## config.mk

```make
export PLATFORM = sky130hd
export DESIGN_NAME = top_n_difference_spot_centroid_flat
export DESIGN_NICKNAME = d
export VERILOG_FILES = /design/src/rtl/sdc_pkg.sv /design/src/rtl/sdc_if.sv /design/src/rtl/sdc_ctrl.sv /design/src/rtl/sdc_datapath.sv /design/src/rtl/top_n_difference_spot_centroid.sv /design/src/flat_wrapper.sv
export SDC_FILE = /design/constraint.sdc
export NUM_CORES = 1
export LEC_CHECK = 0
export BUFFER_PORTS_ARGS = -buffer_cell sky130_fd_sc_hd__buf_4
export CAP_MARGIN = 10
export CORE_MARGIN = 1.5
export CORE_UTILIZATION = 53
export CTS_CLUSTER_DIAMETER = 100
export CTS_CLUSTER_SIZE = 24
export DETAILED_ROUTE_END_ITERATION = 7
export PLACE_DENSITY = 0.74
export SLEW_MARGIN = 10
export SYNTH_ARGS = -nofsm -noshare
export SYNTH_HDL_FRONTEND = slang
export SYNTH_HIERARCHICAL = 1
export SYNTH_SLANG_ARGS = --single-unit
```

## constraint.sdc

```tcl
create_clock -name clk -period 7.3 [get_ports clk]
set_input_delay 2.19 -clock clk [delete_from_list [all_inputs] [get_ports clk]]
set_output_delay 2.19 -clock clk [all_outputs]
set_load 0.01 [all_outputs]
```

## src/rtl/sdc_pkg.sv

```systemverilog
// Shared constants, types and codes for the difference spot centroid block.
// No dependencies; compiled first.
package sdc_pkg;

  localparam int TOP_COUNT  = 4;
  localparam int MAX_WIDTH  = 4096;
  localparam int MAX_HEIGHT = 4096;

  localparam int LEVEL_W  = 8;
  localparam int COORD_W  = 12;
  localparam int FWIDTH_W = 13;
  localparam int CFG_IDX_W  = 4;
  localparam int CFG_DATA_W = 13;

  localparam int IDX_W   = (TOP_COUNT > 1) ? $clog2(TOP_COUNT) : 1;
  localparam int CNT_W   = $clog2(TOP_COUNT + 1);
  localparam int SUM_W   = COORD_W + CNT_W;
  localparam int DSTEP_W = $clog2(SUM_W);

  localparam logic [FWIDTH_W-1:0] WIDTH_RESET     = FWIDTH_W'(640);
  localparam logic [LEVEL_W-1:0]  THRESHOLD_RESET = LEVEL_W'(50);

  localparam logic [CFG_IDX_W-1:0] CFG_FRAME_WIDTH     = CFG_IDX_W'(0);
  localparam logic [CFG_IDX_W-1:0] CFG_LEVEL_THRESHOLD = CFG_IDX_W'(1);

  typedef struct packed {
    logic [COORD_W-1:0] col;
    logic [COORD_W-1:0] row;
    logic [LEVEL_W-1:0] diff;
  } entry_t;

  typedef struct packed {
    logic             in_ready;
    logic             acc_clear;
    logic             acc_add;
    logic [IDX_W-1:0] acc_idx;
    logic             div_step;
    logic             out_load;
  } cmd_t;

  typedef struct packed {
    logic             found;
    logic [CNT_W-1:0] filled;
    logic             out_free;
  } sts_t;

endpackage

```

## src/rtl/sdc_if.sv

```systemverilog
// Channel interfaces: pixel input, result output and register write port.
// Depends on sdc_pkg.
interface sdc_in_if import sdc_pkg::*; ();
  logic               valid;
  logic               ready;
  logic [LEVEL_W-1:0] frame_level;
  logic [LEVEL_W-1:0] base_level;
  logic               frame_end;

  modport source (output valid, frame_level, base_level, frame_end, input ready);
  modport sink   (input valid, frame_level, base_level, frame_end, output ready);
endinterface

interface sdc_out_if import sdc_pkg::*; ();
  logic               valid;
  logic               ready;
  logic               spot_found;
  logic [COORD_W-1:0] spot_col;
  logic [COORD_W-1:0] spot_row;

  modport source (output valid, spot_found, spot_col, spot_row, input ready);
  modport sink   (input valid, spot_found, spot_col, spot_row, output ready);
endinterface

interface sdc_cfg_if import sdc_pkg::*; ();
  logic                  valid;
  logic                  ready;
  logic [CFG_IDX_W-1:0]  index;
  logic [CFG_DATA_W-1:0] data;

  modport source (output valid, index, data, input ready);
  modport sink   (input valid, index, data, output ready);
endinterface

```

## src/rtl/sdc_ctrl.sv

```systemverilog
// Sequencer for the difference spot centroid: pixel intake, entry summing,
// division and result hand-off. Depends on sdc_pkg.
module sdc_ctrl import sdc_pkg::*; (
  input  logic clk,
  input  logic rst_n,
  input  logic in_valid,
  input  logic in_frame_end,
  input  sts_t sts,
  output cmd_t cmd
);

  typedef enum logic [1:0] {S_IDLE, S_SUM, S_DIV, S_LOAD} state_t;

  state_t             state_r, state_nxt;
  logic [IDX_W-1:0]   idx_r, idx_nxt;
  logic [DSTEP_W-1:0] step_r, step_nxt;

  always_comb begin
    state_nxt = state_r;
    idx_nxt   = idx_r;
    step_nxt  = step_r;
    cmd       = '0;
    cmd.acc_idx = idx_r;
    case (state_r)
      S_IDLE: begin
        cmd.in_ready  = 1'b1;
        cmd.acc_clear = 1'b1;
        if (in_valid && in_frame_end) begin
          state_nxt = S_SUM;
          idx_nxt   = '0;
        end
      end
      S_SUM: begin
        cmd.acc_add = 1'b1;
        if (!sts.found) begin
          state_nxt = S_LOAD;
        end else if (CNT_W'(idx_r) + CNT_W'(1) == sts.filled) begin
          state_nxt = S_DIV;
          step_nxt  = '0;
        end else begin
          idx_nxt = idx_r + IDX_W'(1);
        end
      end
      S_DIV: begin
        cmd.div_step = 1'b1;
        if (step_r == DSTEP_W'(SUM_W - 1)) begin
          state_nxt = S_LOAD;
        end else begin
          step_nxt = step_r + DSTEP_W'(1);
        end
      end
      S_LOAD: begin
        cmd.out_load = sts.out_free;
        if (sts.out_free) begin
          state_nxt = S_IDLE;
        end
      end
      default: begin
        state_nxt = S_IDLE;
      end
    endcase
  end

  always_ff @(posedge clk) begin
    if (!rst_n) begin
      state_r <= S_IDLE;
      idx_r   <= '0;
      step_r  <= '0;
    end else begin
      state_r <= state_nxt;
      idx_r   <= idx_nxt;
      step_r  <= step_nxt;
    end
  end

endmodule

```

## src/rtl/sdc_datapath.sv

```systemverilog
// Datapath: registers, raster counters, ranked list, coordinate sums with
// shared-control restoring dividers and the output register. Depends on sdc_pkg.
module sdc_datapath import sdc_pkg::*; (
  input  logic                  clk,
  input  logic                  rst_n,
  input  logic                  in_valid,
  input  logic [LEVEL_W-1:0]    frame_level,
  input  logic [LEVEL_W-1:0]    base_level,
  input  logic                  frame_end,
  input  logic                  cfg_valid,
  input  logic [CFG_IDX_W-1:0]  cfg_index,
  input  logic [CFG_DATA_W-1:0] cfg_data,
  input  logic                  out_ready,
  input  cmd_t                  cmd,
  output sts_t                  sts,
  output logic                  out_valid,
  output logic                  spot_found,
  output logic [COORD_W-1:0]    spot_col,
  output logic [COORD_W-1:0]    spot_row
);

  logic [FWIDTH_W-1:0] fwidth_r;
  logic [LEVEL_W-1:0]  thr_r;
  logic [COORD_W-1:0]  col_r, row_r;
  logic [CNT_W-1:0]    filled_r;
  entry_t              ent_r    [TOP_COUNT];
  entry_t              ent_nxt  [TOP_COUNT];
  entry_t              ent_prev [TOP_COUNT];
  logic [SUM_W-1:0]    qcol_r, qrow_r, qcol_nxt, qrow_nxt;
  logic [CNT_W-1:0]    rcol_r, rrow_r, rcol_nxt, rrow_nxt;
  logic                out_valid_r, found_r;
  logic [COORD_W-1:0]  ocol_r, orow_r;

  logic                  fire, take, found;
  logic signed [LEVEL_W:0] diff_s;
  entry_t                new_ent;
  logic [TOP_COUNT-1:0]  ge, ge_prev;
  logic [FWIDTH_W-1:0]   col_inc;
  logic [COORD_W:0]      row_inc;
  entry_t                rd_ent;

  assign fire   = in_valid && cmd.in_ready;
  assign diff_s = $signed({1'b0, frame_level}) - $signed({1'b0, base_level});
  assign take   = diff_s > $signed({1'b0, thr_r});
  assign found  = filled_r > CNT_W'(TOP_COUNT / 2);

  assign new_ent.col  = col_r;
  assign new_ent.row  = row_r;
  assign new_ent.diff = diff_s[LEVEL_W-1:0];

  always_comb begin
    for (int i = 0; i < TOP_COUNT; i++) begin
      ge[i] = (CNT_W'(i) < filled_r) && (ent_r[i].diff >= new_ent.diff);
    end
    ge_prev = {ge[TOP_COUNT-2:0], 1'b1};
    ent_prev[0] = new_ent;
    for (int i = 1; i < TOP_COUNT; i++) begin
      ent_prev[i] = ent_r[i-1];
    end
    for (int i = 0; i < TOP_COUNT; i++) begin
      if (ge[i]) begin
        ent_nxt[i] = ent_r[i];
      end else if (ge_prev[i]) begin
        ent_nxt[i] = new_ent;
      end else begin
        ent_nxt[i] = ent_prev[i];
      end
    end
  end

  assign col_inc = FWIDTH_W'(col_r) + FWIDTH_W'(1);
  assign row_inc = {1'b0, row_r} + (COORD_W+1)'(1);

  assign rd_ent = ent_r[cmd.acc_idx];

  function automatic logic [SUM_W+CNT_W-1:0] div_iter(
    input logic [SUM_W-1:0] q,
    input logic [CNT_W-1:0] r,
    input logic [CNT_W-1:0] d
  );
    logic [CNT_W:0]   sh;
    logic             ge_d;
    logic [CNT_W-1:0] r_n;
    sh   = {r, q[SUM_W-1]};
    ge_d = sh >= {1'b0, d};
    r_n  = ge_d ? CNT_W'(sh - {1'b0, d}) : sh[CNT_W-1:0];
    return {q[SUM_W-2:0], ge_d, r_n};
  endfunction

  always_comb begin
    qcol_nxt = qcol_r;
    qrow_nxt = qrow_r;
    rcol_nxt = rcol_r;
    rrow_nxt = rrow_r;
    if (cmd.acc_clear) begin
      qcol_nxt = '0;
      qrow_nxt = '0;
      rcol_nxt = '0;
      rrow_nxt = '0;
    end else if (cmd.acc_add) begin
      qcol_nxt = qcol_r + SUM_W'(rd_ent.col);
      qrow_nxt = qrow_r + SUM_W'(rd_ent.row);
    end else if (cmd.div_step) begin
      {qcol_nxt, rcol_nxt} = div_iter(qcol_r, rcol_r, filled_r);
      {qrow_nxt, rrow_nxt} = div_iter(qrow_r, rrow_r, filled_r);
    end
  end

  always_ff @(posedge clk) begin
    if (!rst_n) begin
      fwidth_r <= WIDTH_RESET;
      thr_r    <= THRESHOLD_RESET;
    end else if (cfg_valid) begin
      case (cfg_index)
        CFG_FRAME_WIDTH:     fwidth_r <= cfg_data[FWIDTH_W-1:0];
        CFG_LEVEL_THRESHOLD: thr_r    <= cfg_data[LEVEL_W-1:0];
        default: ;
      endcase
    end
  end

  always_ff @(posedge clk) begin
    if (!rst_n) begin
      col_r    <= '0;
      row_r    <= '0;
      filled_r <= '0;
    end else begin
      if (cmd.out_load) begin
        filled_r <= '0;
      end else if (fire && take && filled_r < CNT_W'(TOP_COUNT)) begin
        filled_r <= filled_r + CNT_W'(1);
      end
      if (fire) begin
        if (frame_end) begin
          col_r <= '0;
          row_r <= '0;
        end else if (col_inc >= fwidth_r || col_inc >= FWIDTH_W'(MAX_WIDTH)) begin
          col_r <= '0;
          row_r <= (row_inc >= (COORD_W+1)'(MAX_HEIGHT)) ? '0 : row_inc[COORD_W-1:0];
        end else begin
          col_r <= col_inc[COORD_W-1:0];
        end
      end
    end
  end

  always_ff @(posedge clk) begin
    if (fire && take) begin
      ent_r <= ent_nxt;
    end
    qcol_r <= qcol_nxt;
    qrow_r <= qrow_nxt;
    rcol_r <= rcol_nxt;
    rrow_r <= rrow_nxt;
  end

  always_ff @(posedge clk) begin
    if (!rst_n) begin
      out_valid_r <= 1'b0;
    end else if (cmd.out_load) begin
      out_valid_r <= 1'b1;
    end else if (out_ready) begin
      out_valid_r <= 1'b0;
    end
  end

  always_ff @(posedge clk) begin
    if (cmd.out_load) begin
      found_r <= found;
      ocol_r  <= found ? qcol_r[COORD_W-1:0] : '0;
      orow_r  <= found ? qrow_r[COORD_W-1:0] : '0;
    end
  end

  assign sts.found    = found;
  assign sts.filled   = filled_r;
  assign sts.out_free = !out_valid_r || out_ready;

  assign out_valid  = out_valid_r;
  assign spot_found = found_r;
  assign spot_col   = ocol_r;
  assign spot_row   = orow_r;

endmodule

```

## src/rtl/top_n_difference_spot_centroid.sv

```systemverilog
// Top level of the difference spot centroid block.
// Depends on sdc_pkg, sdc_if, sdc_ctrl and sdc_datapath.
//
// Channels: in_ch carries one pixel per transaction (current and background
// green level, frame_end on the last pixel of a frame); out_ch carries one
// result per frame; cfg_ch writes frame_width (index 0) and level_threshold
// (index 1) and is always ready. Write registers only while the block is idle.
// Ordinary pixels are taken one per cycle while idle; each pixel whose difference
// exceeds the threshold is ranked into the four-entry list in that cycle.
// A frame_end pixel starts the centroid pass: the coordinates of the filled entries
// are summed one entry at a time (a single summing step and no division when fewer
// than three are filled), then the bit-serial divider runs, then the output
// register is loaded; in_ch is not ready during that pass.
// The output register holds the result until taken; a stalled receiver holds
// the block in its load step only if a previous result is still waiting.
// Reset (rst_n low, synchronous) clears counters, list fill, output valid and
// restores frame_width 640 and level_threshold 50.
module top_n_difference_spot_centroid import sdc_pkg::*; (
  input logic       clk,
  input logic       rst_n,
  sdc_in_if.sink    in_ch,
  sdc_out_if.source out_ch,
  sdc_cfg_if.sink   cfg_ch
);

  cmd_t cmd;
  sts_t sts;

  assign in_ch.ready  = cmd.in_ready;
  assign cfg_ch.ready = 1'b1;

  sdc_ctrl u_ctrl (
    .clk          (clk),
    .rst_n        (rst_n),
    .in_valid     (in_ch.valid),
    .in_frame_end (in_ch.frame_end),
    .sts          (sts),
    .cmd          (cmd)
  );

  sdc_datapath u_dp (
    .clk         (clk),
    .rst_n       (rst_n),
    .in_valid    (in_ch.valid),
    .frame_level (in_ch.frame_level),
    .base_level  (in_ch.base_level),
    .frame_end   (in_ch.frame_end),
    .cfg_valid   (cfg_ch.valid),
    .cfg_index   (cfg_ch.index),
    .cfg_data    (cfg_ch.data),
    .out_ready   (out_ch.ready),
    .cmd         (cmd),
    .sts         (sts),
    .out_valid   (out_ch.valid),
    .spot_found  (out_ch.spot_found),
    .spot_col    (out_ch.spot_col),
    .spot_row    (out_ch.spot_row)
  );

endmodule

```

## src/flat_wrapper.sv

```systemverilog
// flat-port wrapper written by rule: the top's interface ports become plain ports
module top_n_difference_spot_centroid_flat import sdc_pkg::*;
  (clk, rst_n, in_ch_valid, in_ch_frame_level, in_ch_base_level, in_ch_frame_end, in_ch_ready, out_ch_valid, out_ch_spot_found, out_ch_spot_col, out_ch_spot_row, out_ch_ready, cfg_ch_valid, cfg_ch_index, cfg_ch_data, cfg_ch_ready);
  sdc_in_if in_ch_i ();
  sdc_out_if out_ch_i ();
  sdc_cfg_if cfg_ch_i ();
  input logic clk;
  input logic rst_n;
  input wire logic [$bits(in_ch_i.valid)-1:0] in_ch_valid;
  input wire logic [$bits(in_ch_i.frame_level)-1:0] in_ch_frame_level;
  input wire logic [$bits(in_ch_i.base_level)-1:0] in_ch_base_level;
  input wire logic [$bits(in_ch_i.frame_end)-1:0] in_ch_frame_end;
  output wire logic [$bits(in_ch_i.ready)-1:0] in_ch_ready;
  output wire logic [$bits(out_ch_i.valid)-1:0] out_ch_valid;
  output wire logic [$bits(out_ch_i.spot_found)-1:0] out_ch_spot_found;
  output wire logic [$bits(out_ch_i.spot_col)-1:0] out_ch_spot_col;
  output wire logic [$bits(out_ch_i.spot_row)-1:0] out_ch_spot_row;
  input wire logic [$bits(out_ch_i.ready)-1:0] out_ch_ready;
  input wire logic [$bits(cfg_ch_i.valid)-1:0] cfg_ch_valid;
  input wire logic [$bits(cfg_ch_i.index)-1:0] cfg_ch_index;
  input wire logic [$bits(cfg_ch_i.data)-1:0] cfg_ch_data;
  output wire logic [$bits(cfg_ch_i.ready)-1:0] cfg_ch_ready;
  assign in_ch_i.valid = in_ch_valid;
  assign in_ch_i.frame_level = in_ch_frame_level;
  assign in_ch_i.base_level = in_ch_base_level;
  assign in_ch_i.frame_end = in_ch_frame_end;
  assign in_ch_ready = in_ch_i.ready;
  assign out_ch_valid = out_ch_i.valid;
  assign out_ch_spot_found = out_ch_i.spot_found;
  assign out_ch_spot_col = out_ch_i.spot_col;
  assign out_ch_spot_row = out_ch_i.spot_row;
  assign out_ch_i.ready = out_ch_ready;
  assign cfg_ch_i.valid = cfg_ch_valid;
  assign cfg_ch_i.index = cfg_ch_index;
  assign cfg_ch_i.data = cfg_ch_data;
  assign cfg_ch_ready = cfg_ch_i.ready;
  top_n_difference_spot_centroid u_core (.clk(clk), .rst_n(rst_n), .in_ch(in_ch_i), .out_ch(out_ch_i), .cfg_ch(cfg_ch_i));
endmodule
```

==> run metrics <==
count leader, synth=edfxtp_1; Final Util=58.9%; R2R Setup Slk=3.28 ns; main area contributors after synthesis=edfxtp_1, dfxtp_1, ha_1; global-route wire length before repair=48000 um; top-level port count=67; CP max-delay cell=or4b_4; hold_buf cts=0; Hold Path Class=reg -> reg; Post-synth EDFFs=between 150 and 200; top cells by count, synth=edfxtp_1, ha_1, dfxtp_1, inv_1, nand2_1; asr flop ratio synth=0%; die area=27800 um^2; layout cell share with drive strength beyond 1=19.7%; outcome=finished, violations left; Critical Path Source Type=input port; final non-filler cell total=roughly 1600; H-tree Lvls=1; Setup TNS=0 ns; Yosys top cell area share=32.3%; Synth Instances=approximately 1300; GP Congestion=0.823; Inst Count DP=~1600; CTS max path bufs=3; largest net degree at the start of global routing=roughly 70; initial antenna violation count=0; Most used DFF post-synth=edfxtp_1; total CTS buffers=14; Final Hold Fails=0; DR DRC count=8; synth warn=6; Multi-input gate area=between 7000 and 8000 um^2; crit path DAT=6.05 ns; Leakage=0.00582 uW; FF+latch count, synth=between 200 and 250; GRT Resource Usage Total=21.0%; Power Total=3970 uW; Synth Area per Inst=11.3 um^2; die width=167 um; post-cts repair resize count=0; FMAX=~0.17 GHz; Setup Fix Bufs, Post-CTS=0; Synth area leader=edfxtp_1; Worst-Margin Slew=about 1.2 ns; Period minus WS final=5.91 ns; Sequential Area=approximately 6500 um^2; Worst Skew=0.0150 ns; post-route ant nets=0; CP required=7.44 ns; dpl hpwl=20600 um; clock slew at reported path FFs=approximately 0.090 ns; initial core utilization=54.3%; total core area=26200 um^2; Setup-failing EPs final=0; CTS tree=built; Post-Route WL=29200 um; Critical Path Sink Type=flip-flop; Vias=9764; register area share after synthesis=45.4%; Setup Crit Path Kind=in -> reg; Fillers=between 2000 and 2500; DR WL/cell=17.8 um; Max-Cap Viols=0; cells along the critical path=buf_4, inv_1, ha_1, nor2b_1, o21a_2, nor3_1, o21bai_1, a21oi_1, xnor2_1, ha_1, o311ai_0, nor4b_4, a211oi_2, or4b_4, nor2b_2, buf_4; Max VDD drop=0.177 mV; drt pass-1 iters=7; crit path max fanout=29; Worst-Skew Late Latency=roughly 0.5 ns; Iteration-0 DRC Markers=around 750; root buffer cell=clkbuf_16; number of global-route vias before repair=9320; remaining global-route overflow=0; Max Slew Vio Count=0; Reg2Reg Launch Point=u_core/u_dp/col_r[0]; FF-to-FF End=u_core/u_dp/col_r[4]; Layout area overhead=8.41%; CP bufs+invs=3; RSZ-0062 raised after global routing=false; Post-Syn Area=14200 um^2; vias per inst=5.96; CTS Sinks=246; delay-heaviest family, CP=simple AND/OR/NAND/NOR gates; Levels on crit path=16; max_slew headroom=around 23%; power density cells=between 200 and 300 nW/um^2; crit path to=u_core/u_dp/ent_prev[49]; Tcrit/Tclk final=80.9%; Yosys cell types=94; failing checks=DRC; Critical Path Start=in_ch_base_level[1]; Mapped Nets=1397; # nets final=roughly 1400; fin area=15400 um^2; row count=59; Reg2Reg Depth=13; CP max stage delay=~0.60 ns; Port Buf Inserts=65; dpl cell area=15000 um^2; die height=167 um
## worst reg2reg max path, delay by kind of cell (launching register included)
| kind | cells | cell delay, ns |
|---|---|---|
| simple gates | 5 | 1.61 |
| compound gates | 5 | 0.98 |
| flops | 1 | 0.56 |
| fa+ha+maj | 2 | 0.57 |
| xor+xnor | 1 | 0.24 |
## registers in the layout, summed over array words and instances (netlist names), 3 cells and up
name	count
u_core/u_dp/row_r	12
u_core/u_dp/thr_r	8
u_core/u_dp/spot_row	12
u_core/u_dp/rcol_r	3
u_core/u_dp/col_r	12
u_core/u_ctrl/step_r	4
u_core/u_dp/fwidth_r	13
u_core/u_dp/ent_prev	96
u_core/u_dp/qcol_r	15
u_core/u_dp/spot_col	12
u_core/u_dp/ent_r	32
u_core/u_dp/filled_r	3
u_core/u_dp/rrow_r	3
u_core/u_dp/qrow_r	15
## cells by family after synthesis
| logic type | Yosys count | share of synthesized area, % |
|---|---|---|
| mux | 150 | 14.3 |
| fa+ha+maj | 101 | 9.12 |
| other cells | 1 | 0.0264 |
| flops | 246 | 45.4 |
| compound gates | 268 | 13.2 |
| buf+inv | 145 | 4.29 |
| xor+xnor | 26 | 1.70 |
| simple gates | 322 | 12.0 |
## layer usage
metal | track usage (%) | up-vias | share of wire (%)
li1 | - | 4757 | -
met1 | 29.7 | 4757 | 48
met2 | 35.5 | 226 | 46
met3 | 2.07 | 24 | 4.4
met4 | 3.79 | 0 | 1.3
met5 | 0 | - | 0
## how the worst min path moves through the flow
stage                                      from                  endpoint  slack [ns]  cells after the start
after detailed placement  u_core/u_dp/rcol_r[2]     u_core/u_dp/rcol_r[2]        0.45                      2
final                     u_core/u_dp/rcol_r[2]     u_core/u_dp/rcol_r[2]        0.47                      2
after CTS                 u_core/u_dp/rcol_r[2]     u_core/u_dp/rcol_r[2]        0.46                      2
after global placement    u_core/u_dp/rcol_r[2]     u_core/u_dp/rcol_r[2]        0.45                      2
after global routing      u_core/u_dp/rcol_r[2]     u_core/u_dp/rcol_r[2]        0.50                      2
after floorplan            u_core/u_dp/row_r[8]  u_core/u_dp/ent_prev[80]        0.41                      0
## layout make-up
type / count / area share, %
flip-flops and latches: 246 / 41.9
repair buffers: 81 / 3.94
clock inverters: 2 / 0.162
well taps: 335 / 2.72
clock buffers: 22 / 2.60
diodes: 1 / 0.0162
inverters: 83 / 2.02
multi-input cells: 868 / 46.7
## metrics by stage
| step | setup slack [ns] | hold WS, ns |
|---|---|---|
| 5_1_grt | 1.07 | 0.496 |
| 4_1_cts | 1.40 | 0.462 |
| 3_3_place_gp | 1.07 | 0.445 |
| 6_report | 1.39 | 0.466 |
| 3_5_place_dp | 0.900 | 0.450 |
| 2_1_floorplan | 0.513 | 0.406 |
## power by group
group          switching (uW)  internal, uW  leakage, uW  total, uW
combinational             766           556      0.00343       1320
clock                     457           391     0.000205        848
sequential                128          1670      0.00218       1800
## cell usage in the layout, fill, tap and decap left out, types with 7 or more instances in the layout
cell type	instances
mux2_2	69
mux4_2	24
o21a_1	13
nor2_1	48
o21ai_0	42
a21boi_0	13
nand3b_1	7
xor2_1	10
and2_1	7
or3_1	7
nand2_1	81
ha_1	92
and3_1	11
mux2_4	28
o211ai_1	13
clkbuf_16	15
a21oi_1	46
clkbuf_1	7
nand2b_1	15
nor2b_1	65
a211oi_1	35
dfxtp_1	92
xnor2_1	15
a21o_1	11
nand3_1	28
mux2i_1	29
nor3_1	15
inv_1	82
buf_4	81
a31oi_1	14
edfxtp_1	153
o22ai_1	7
Note: power is estimated with default switching activity, not from simulation.
